### src/rtl/core/assert_macros.svh
// Assertion macros shared by the vector normalizer modules.
`ifndef ASSERT_MACROS_SVH
`define ASSERT_MACROS_SVH
`ifndef SYNTH
`define VN_ASSERT(name, prop) \
   name: assert property (@(posedge clock) disable iff (reset) prop) \
      else $error("vector normalizer: property violated");
`define VN_NEVER(name, expr) \
   name: assert property (@(posedge clock) disable iff (reset) !(expr)) \
      else $error("vector normalizer: forbidden condition seen");
`else
`define VN_ASSERT(name, prop)
`define VN_NEVER(name, expr)
`endif
`endif

### src/rtl/core/vn_pkg.sv
// Shared widths, constants and types of the vector normalizer.
package vn_pkg;

   localparam int COMP_W      = 32;
   localparam int SQ_W        = 64;
   localparam int MAG_W       = 33;
   localparam int UNIT_W      = 32;
   localparam int UNIT_FRAC   = 30;
   localparam int QUOT_BITS   = 31;
   localparam int SQRT_STAGES = 32;
   localparam int FRONT_STAGES = 3;
   localparam int QUEUE_DEPTH = 8;
   localparam int PTR_W       = $clog2(QUEUE_DEPTH);
   localparam int CNT_W       = $clog2(QUEUE_DEPTH + 1);
   localparam int REQ_TDATA_W = 96;
   localparam int RSP_TDATA_W = 136;

   typedef struct packed {
      logic [2:0][COMP_W-1:0] mag_abs;
      logic [2:0]             neg;
      logic                   zero;
   } pay_type;

   typedef struct packed {
      logic [SQ_W-1:0] sum;
      pay_type         pay;
   } item_type;

   typedef struct packed {
      logic     valid;
      item_type item;
   } push_type;

   typedef struct packed {
      logic [CNT_W-1:0] count;
   } qstat_type;

endpackage

### src/rtl/core/vn_queue.sv
// Short queue between the front end and the root and divide back end.
`include "assert_macros.svh"
module vn_queue (
   input  logic               clock,
   input  logic               reset,
   input  vn_pkg::push_type   push,
   input  logic               pop,
   output logic               head_valid,
   output vn_pkg::item_type   head,
   output vn_pkg::qstat_type  qstat
);

   vn_pkg::item_type              mem_ff [vn_pkg::QUEUE_DEPTH];
   logic [vn_pkg::PTR_W-1:0]      wr_ptr_ff, rd_ptr_ff;
   logic [vn_pkg::CNT_W-1:0]      count_ff;

   always_ff @(posedge clock) begin
      if (reset) begin
         wr_ptr_ff <= '0;
         rd_ptr_ff <= '0;
         count_ff  <= '0;
      end else begin
         if (push.valid) begin
            wr_ptr_ff <= wr_ptr_ff + 1'b1;
         end
         if (pop) begin
            rd_ptr_ff <= rd_ptr_ff + 1'b1;
         end
         count_ff <= count_ff + vn_pkg::CNT_W'(push.valid) - vn_pkg::CNT_W'(pop);
      end
      if (push.valid) begin
         mem_ff[wr_ptr_ff] <= push.item;
      end
   end

   assign head_valid  = (count_ff != '0);
   assign head        = mem_ff[rd_ptr_ff];
   assign qstat.count = count_ff;

   `VN_NEVER(q_overflow, push.valid && !pop && count_ff == vn_pkg::CNT_W'(vn_pkg::QUEUE_DEPTH))
   `VN_NEVER(q_underflow, pop && count_ff == '0)
   `VN_ASSERT(q_count_moves, push.valid && !pop |=> count_ff == $past(count_ff) + 1'b1)

endmodule

### config.mk
export PLATFORM = sky130hd
export DESIGN_NAME = vn_queue
export DESIGN_NICKNAME = d
export VERILOG_FILES = /design/src/rtl/core/vn_pkg.sv /design/src/rtl/core/vn_queue.sv
export VERILOG_INCLUDE_DIRS = /design/src /design/src/rtl/core
export SDC_FILE = /design/constraint.sdc
export NUM_CORES = 1
export LEC_CHECK = 0
export BUFFER_PORTS_ARGS = -buffer_cell sky130_fd_sc_hd__buf_2
export CORE_MARGIN = 2
export CORE_UTILIZATION = 41
export CTS_BUF_LIST = sky130_fd_sc_hd__clkbuf_16
export CTS_CLUSTER_DIAMETER = 200
export CTS_CLUSTER_SIZE = 24
export DETAILED_ROUTE_END_ITERATION = 12
export GPL_TIMING_DRIVEN = 0
export PLACE_DENSITY_LB_ADDON = 0.2
export SYNTH_ARGS = -nofsm -noshare
export SYNTH_HDL_FRONTEND = slang
export SYNTH_SLANG_ARGS = --single-unit
### constraint.sdc
create_clock -name clock -period 14.87 [get_ports clock]
set_clock_uncertainty 0.2 [all_clocks]
set_input_delay 2.2305 -clock clock [delete_from_list [all_inputs] [get_ports clock]]
set_output_delay 2.2305 -clock clock [all_outputs]
set_load 0.005 [all_outputs]
==> reports/results.ini, run 1 <==
[status]
status = finished, final reports clean

[sta]
grt_setup_unrepaired = false
final.period_utilization_pct = 42.6
worst_slew_pin_slew_ps = 1350
final-setup-viol-count = 0
timing.final.hold_violations = 0
clock.fmax_ghz = 0.158
slew_headroom_pct = 9.92
slew_violations = 0
finalWorstPathRequiredPeriod_ps = 6340
finalWorstSetupSlack_ps = 8530
totalNegativeSetupSlack_ps = 0

[power_and_ir_drop]
total_leakage_power_nw = 18.4
pwr_density_nw_per_um2 = 117
vdd.ir_drop.worst_v = 0.0000887

[min_path]
min-delay-path-class = reg2reg

[global_route]
global_route.overflow_total = 0
vias_in_the_first_global_route = 23233
maximum_number_of_pins_on_one_net_before_global_route_repair = 26
antenna_violations_before_repair = 37
global_route_wire_length_before_repair_microns = 162000
globalRouteTotalUtil_pct = 17.7

[logic_synthesis]
adder_cell_fraction_of_synth_area_pct = 0.212
synthesis.area_per_instance_sq_um = 25.9
netlist-cell-type-count = 25
netlist_top_cells_count = edfxtp_1 (1312), mux4_1 (203), mux2_2 (164)
synth_edf_count = 1312
synth_most_common_cell = edfxtp_1
dominant_combinational_cell_family_by_area_after_synthesis = multiplexers
synthesis.area_sq_um = 50800
postSynth.asyncResetShare_pct = 0
syn-instance-count = 1963
ys_seq_elements = 1325
post_synth_mux_area_share_pct = 19.7
yosysTopAreaCellShare_pct = 77.6
synthesized_net_count = 2139
synth_area_leader_cell = edfxtp_1
synth_compound_gate_area_share_pct = 0.0370
area_share_of_and_or_nand_nor_cells_after_synthesis_pct = 0.249
yosys_most_used_dff = edfxtp_1
seq_area_frac_synth_pct = 78.1
most_area_consuming_cells_after_synthesis = edfxtp_1 (78%), mux4_1 (11%), mux4_2 (5.5%)
post_synth_xor_area_fraction_pct = 0.0863
ys_warn_count = 0

[drt]
detail_route.wl_per_cell_microns = 27.4
wl_microns = 113000
detailedRoute.firstPassIterationCount = 6
drt-vias-per-instance = 5.34
routed-via-count = 22005
drc = 0
drt.antenna.violating_nets = 0
drt_iter0_markers = 1850

[setup_path]
arrival_ps = 3910
worst_ep_required_time_ps = 12440
cp_max_fo = 10
setup.worst_path.start_class = flop
timing.critical_path.to_type = output port
crit_type = reg2out

[placed_design]
placedInstanceArea_sq_um = 56100
globalplace.congestion = 0.712
dp.cells = 4032
hpwlAfterDp_microns = 73300
port_buffers = 336
pre_cts_slack_ps = 9230

[cts]
insertion_delay_ps = 700
cts-buffers-inserted = 61
clkSinkCount = 1325
clk_root_buffer_cell = clkbuf_16
htree_num_levels = 2
cts_hold_buf = 0
cts_tree = built
postCtsSetupRepairBufs = 0
cts.clk_slew.worst_paths_ps = 100
ctsResizeCount = 0
clk_path_buf_depth = 3

[final_layout]
n_fill_cell = 10142
final-instance-count-excl-fill = 4121
design_area_sq_um = 57800
final_net_count = 2634
areaGrowthSynthToFinish_pct = 13.9
layout-drive-gt1-share_pct = 33.9

[floorplan]
die_height_microns = 356
std_cell_rows = 129
effective_utilization_at_floorplan_pct = 41.2
dieArea_sq_um = 127000
io_pins = 337
core_area_sq_um = 123000
die_width_microns = 356

[run]
max_cap_violations = 0

## final cells by class
type | instances | area, sq um | share of cell area [%]
multi-input cells | 539 | 10400 | 17.9
plain buffers | 92 | 757 | 1.31
flip-flops and latches | 1325 | 39700 | 68.6
well taps | 1637 | 2050 | 3.54
inverters | 7 | 26.3 | 0.0455
repair buffers | 432 | 3240 | 5.61
clock inverters | 14 | 73.8 | 0.128
clock buffers | 63 | 1580 | 2.73
diodes | 12 | 30.0 | 0.0520
## worst paths after layout
path / slack, ps / end / cells after the start / start
max: 8530 / head[12] / 5 / flop
min: 350 / flop / 2 / rd_ptr_ff[1]
max reg2reg: 11870 / mem_ff[0][42] / 8 / wr_ptr_ff[2]
min reg2reg: 350 / flop / 2 / rd_ptr_ff[1]
## layout by cell type (no fill, tap or decap), types with 2 or more instances in the layout
master / count
a21oi_1: 2
buf_1: 8
buf_12: 45
buf_16: 6
buf_2: 339
buf_4: 4
buf_6: 43
buf_8: 35
clkbuf_1: 42
clkbuf_16: 63
clkbuf_2: 2
dfxtp_1: 13
diode_2: 12
edfxtp_1: 1312
ha_1: 7
inv_1: 19
mux2_2: 164
mux2i_1: 2
mux4_1: 203
mux4_2: 125
nand2_1: 4
nand2b_1: 4
nand3_1: 2
nor2_1: 10
nor2_4: 6
nor3_2: 2
xnor2_1: 2
xor2_1: 3
## per-layer routing
metal	wire, microns	GRT usage (%)	vias to the layer above	share of wire [%]
met4	2020	3.84	26	1.8
li1	-	-	9562	-
met3	6290	3.72	133	5.6
met5	147	0	-	0.13
met2	55900	29.5	455	50
met1	48600	24.2	11829	43
## stage by stage
stage                     utilization, %  hold WS [ps]  power, mW
after floorplan                        -           285       4.70
after global placement              44.2           308       5.02
after detailed placement            45.5           329       5.00
after CTS                           46.8           347       6.83
after global routing                46.8           373       6.99
final                               46.9           346       6.73
## flip-flops by register name (all words and copies together), names as in the netlist, named ones only
name,flops
qstat,4
wr_ptr_ff,3
rd_ptr_ff,3
mem_ff,1312
## kinds of logic after synthesis
family | Yosys count
buffers and inverters | 99
DFF | 1325
muxes | 494
xor gates and xnor gates | 5
and+or+nand+nor | 29
adders and majority gates | 8
AOI/OAI and AO/OA | 3
## power breakdown
part	leakage (nW)	internal, mW	switching (mW)
combinational	5.52	0.328	0.346
clock	0.855	0.760	1.08
sequential	12.0	4.20	0.0201
## worst max-delay path: stages (launching register included)
cell	delay (ps)
dfxtp_1	370
clkbuf_1	990
clkbuf_1	920
mux4_1	430
mux2_2	290
buf_2	160
Power figures use the tool's default switching activity.
==> run 2: changes to the inputs <==
==> constraint.sdc (replaced) <==
create_clock -name clock -period 6.1 [get_ports clock]
set_clock_uncertainty 0.2 [all_clocks]
set_input_delay 0.915 -clock clock [delete_from_list [all_inputs] [get_ports clock]]
set_output_delay 0.915 -clock clock [all_outputs]
set_load 0.005 [all_outputs]
==> run 2 against run 1 <==
Effect of this change: clock-buffer cell count unchanged; critical path type unchanged; non-clock buffer count down 16; routed wire length hardly changed; first-iteration DRC count rose by 5.7%; highest routed layer unchanged.
==> reports/results.ini, run 2 (same netlist as run 1, synthesis figures left out) <==
[floorplan]
std_cell_rows = 129
die_height_microns = 356
effective_utilization_at_floorplan_pct = 41.2
dieArea_sq_um = 127000
die_width_microns = 356
io_pins = 337
core_area_sq_um = 123000

[setup_path]
reg2reg_depth = 7
worst_ep_required_time_ps = 4980
arrival_ps = 3340
worst_r2r_src = wr_ptr_ff[0]
timing.critical_path.to_type = output port
worstReg2RegEnd = mem_ff[7][17]
crit_type = reg2out
cp_max_fo = 11
setup.worst_path.start_class = flop
r2r_slack_ps = 2950

[cts]
cts.clk_slew.worst_paths_ps = 100
clk_path_buf_depth = 3
htree_num_levels = 2
insertion_delay_ps = 710
ctsResizeCount = 0
cts_hold_buf = 0
clkSinkCount = 1325
cts_tree = built
postCtsSetupRepairBufs = 0
clk_root_buffer_cell = clkbuf_16
cts-buffers-inserted = 61

[placed_design]
port_buffers = 336
hpwlAfterDp_microns = 72700
placedInstanceArea_sq_um = 56300
dp.cells = 4016
pre_cts_slack_ps = 2280
globalplace.congestion = 0.699

[drt]
detail_route.wl_per_cell_microns = 27.5
drt-vias-per-instance = 5.37
routed-via-count = 22062
drt.antenna.violating_nets = 0
drt_iter0_markers = 1956
detailedRoute.firstPassIterationCount = 5
drc = 0
wl_microns = 113000

[global_route]
antenna_violations_before_repair = 30
maximum_number_of_pins_on_one_net_before_global_route_repair = 26
vias_in_the_first_global_route = 23110
global_route_wire_length_before_repair_microns = 162000
global_route.overflow_total = 0
globalRouteTotalUtil_pct = 17.8

[status]
status = finished, final reports clean

[final_layout]
largest_register = mem_ff
areaGrowthSynthToFinish_pct = 14.3
final-instance-count-excl-fill = 4112
layout_common_cells = edfxtp_1 (1312), buf_2 (339), mux4_1 (203)
layout.cells.most_common = edfxtp_1
design_area_sq_um = 58000
utilization_pct = 47.1
final_net_count = 2618
layout-drive-gt1-share_pct = 33.3
largest_register_ffs = 1312

[sta]
clock.fmax_ghz = 0.224
worst_slew_pin_slew_ps = 1220
grt_setup_unrepaired = false
totalNegativeSetupSlack_ps = 0
finalWorstPathRequiredPeriod_ps = 4460
slew_violations = 0
finalWorstSetupSlack_ps = 1640
timing.final.hold_violations = 0
slew_headroom_pct = 18.7
final.period_utilization_pct = 73.1
final-setup-viol-count = 0
whs_ps = 269

[min_path]
hold-path-cell-count = 1
min-delay-start = push[65]
holdPathEnd = mem_ff[7][65]
min-delay-path-class = in2reg

[power_and_ir_drop]
pwr_density_nw_per_um2 = 284
power_mw = 16.5
total_leakage_power_nw = 18.5
vdd.ir_drop.worst_v = 0.000224

[run]
max_cap_violations = 0

[run 2: changes by cell type in the layout (fill, tap and decap cells not counted), moves of 3 or more]
| cell | before | now |
|---|---|---|
| diode_2 | 12 | 8 |
| buf_4 | 4 | 0 |
| buf_16 | 6 | 28 |
| buf_6 | 43 | 7 |
| buf_8 | 35 | 38 |
| inv_1 | 19 | 30 |
[run 2: layout make-up]
type / instances / area, sq um
fillers: 10054 / 65300
well taps: 1637 / 2050
inverters: 7 / 26.3
flip-flops and latches: 1325 / 39700
clock inverters: 25 / 115
repair buffers: 416 / 3440
diodes: 8 / 20.0
plain buffers: 92 / 758
multi-input cells: 539 / 10400
clock buffers: 63 / 1580
[run 2: critical path: stages (launching register included)]
cell	delay, ps
dfxtp_1	370
clkbuf_2	500
clkbuf_1	830
mux4_1	420
mux2_2	280
buf_2	160
[run 2: worst max path at each step]
stage / startpoint / end / slack (ps) / cells after the start
after detailed placement: push[164] / mem_ff[7][19] / 2280 / 8
after CTS: flop / head[12] / 1480 / 5
final: flop / head[12] / 1640 / 5
after global placement: push[164] / mem_ff[3][23] / -11690 / 3
after floorplan: push[164] / mem_ff[6][0] / -2640 / 2
after global routing: flop / head[39] / 1430 / 5
[run 2: routing by layer]
| metal | share of wire [%] | GRT usage [%] | routed length [microns] | vias to the layer above |
|---|---|---|---|---|
| met5 | 0.14 | 0 | 159 | - |
| met2 | 50 | 29.9 | 56900 | 518 |
| met3 | 6.4 | 4.06 | 7220 | 131 |
| met1 | 42 | 24.0 | 47000 | 11822 |
| met4 | 1.7 | 3.20 | 1870 | 26 |
| li1 | - | - | - | 9565 |
[run 2: power by group]
group,switching [mW],internal [mW],leakage (nW)
registers,0.0495,10.2,12.0
logic,0.848,0.817,5.55
clock network,2.67,1.86,0.913
==> run 3: changes to the inputs <==
==> constraint.sdc (replaced) <==
create_clock -name clock -period 4 [get_ports clock]
set_clock_uncertainty 0.2 [all_clocks]
set_input_delay 0.6 -clock clock [delete_from_list [all_inputs] [get_ports clock]]
set_output_delay 0.6 -clock clock [all_outputs]
set_load 0.005 [all_outputs]
==> run 3 against run 2 <==
Effect of this change: first-iteration DRC count down 11%; final cell count up 3.8%; clock-buffer cell count down 2; hold slack worse by 190 ps; non-clock buffer count up 165; die area unchanged; clock power up 51%.
==> reports/results.ini, run 3 (same netlist as run 1, synthesis figures left out) <==
[status]
status = finished, final reports clean

[setup_path]
timing.critical_path.to_type = output port
worst_ep_required_time_ps = 3200
crit_type = reg2out
reg2reg_depth = 8
arrival_ps = 3020
cp_max_fo = 10
setup.worst_path.start_class = flop

[sta]
slew_headroom_pct = 41.1
slew_violations = 0
worst_slew_pin_slew_ps = 880
final.period_utilization_pct = 95.4
grt_setup_unrepaired = false
clock.fmax_ghz = 0.262
timing.final.hold_violations = 0
final-setup-viol-count = 0
finalWorstPathRequiredPeriod_ps = 3820

[floorplan]
core_area_sq_um = 123000
io_pins = 337
dieArea_sq_um = 127000
std_cell_rows = 129
die_height_microns = 356
effective_utilization_at_floorplan_pct = 41.2
die_width_microns = 356

[power_and_ir_drop]
power_frac_comb_pct = 10.7
netSwitchingFraction_pct = 21.7
power.share.clock_pct = 27.1
internal_power_mw = 19.7
vdd.ir_drop.worst_v = 0.000344
power.sequential.fraction_pct = 62.2
total_leakage_power_nw = 19.2
net-switching-power_mw = 5.48
pwr_density_nw_per_um2 = 422
power_mw = 25.2

[final_layout]
final-instance-count-excl-fill = 4269
layout.cells.most_common = edfxtp_1
largest_register_ffs = 1312
areaGrowthSynthToFinish_pct = 17.6
layout_common_cells = edfxtp_1 (1312), buf_2 (341), mux4_1 (203)
final_net_count = 2783
largest_register = mem_ff
layout-drive-gt1-share_pct = 32.2

[cts]
clk_root_buffer_cell = clkbuf_16
cts_tree = built
clkSinkCount = 1325
insertion_delay_ps = 690
clk_path_buf_depth = 3
cts.clk_slew.worst_paths_ps = 100
htree_num_levels = 2
cts-buffers-inserted = 61
postCtsSetupRepairBufs = 0

[drt]
detail_route.wl_per_cell_microns = 26.8
drt-vias-per-instance = 5.32
drt_iter0_markers = 1748
routed-via-count = 22711
detailedRoute.firstPassIterationCount = 5
drc = 0
drt.antenna.violating_nets = 0
wl_microns = 115000

[placed_design]
port_buffers = 336
dp.cells = 4017
globalplace.congestion = 0.712
hpwlAfterDp_microns = 72600

[run]
max_cap_violations = 0

[global_route]
antenna_violations_before_repair = 11
globalRouteTotalUtil_pct = 18.1
global_route_wire_length_before_repair_microns = 166000
maximum_number_of_pins_on_one_net_before_global_route_repair = 26
global_route.overflow_total = 0
vias_in_the_first_global_route = 24148

[min_path]
hold-path-cell-count = 3
min-delay-path-class = in2reg

[run 3: changes by cell type in the layout (fill, tap and decap cells not counted), sizes merged]
cell / change
clkbuf: -1
dlygate4sd3: +164
diode: -5
inv: -1
[run 3: metal layers]
layer  track usage [%]  vias to the layer above  share of wire, %
met5                 0                        -             0.070
met4              4.15                       12               2.1
met3              3.31                      127               5.1
met2              30.3                      483                50
met1              24.7                    12206                43
li1                  -                     9883                 -
[run 3: critical path: stages (launching register included)]
cell	delay, ps
dfxtp_1	360
buf_2	500
buf_1	610
mux4_1	410
mux2_2	300
buf_2	130
[run 3: worst paths after layout]
kind	endpoint	start	slack [ps]
setup / recovery	head[14]	flop	180
hold / removal	qstat[3]	reset	70
setup reg to reg	mem_ff[0][18]	wr_ptr_ff[2]	910
hold reg to reg	flop	rd_ptr_ff[2]	360
[run 3: final cells by class]
type / instances / area [sq um]
fill: 10053 / 63600
sequential: 1325 / 39700
multi-input combinational: 539 / 10400
timing repair buffer: 581 / 5110
tap: 1637 / 2050
clock buffer: 61 / 1530
buffer: 92 / 790
clock inverter: 24 / 106
inverter: 7 / 26.3
antenna: 3 / 7.51
[run 3: power by group through the flow]
stage          clock (mW)  combinational (mW)  sequential (mW)
2_1_floorplan           0                1.36             16.0
3_3_place_gp            0                2.40             16.1
3_5_place_dp            0                2.61             16.0
4_1_cts              7.10                2.77             15.7
5_1_grt              7.54                2.91             15.7
6_report             6.83                2.69             15.7
[run 3: per-stage QoR]
step,TNS [ps],hold WS [ps],utilization (%),instance area (sq um),worst slack (ps)
global route,0,79.0,48.4,59700,11.6
detailed placement,0,328,45.7,56400,522
floorplan,-959110,285,-,50800,-1650
finish,0,74.6,48.4,59700,183
CTS,0,2.48,48.4,59700,2.65
global placement,-6319660,324,44.2,54600,-7300
[run 3: timing repair]
item	CTS	global route
endpoints found under the hold margin	1312	0
setup endpoints to repair	130	20
hold buffers	164	0
gates resized for setup	21	7
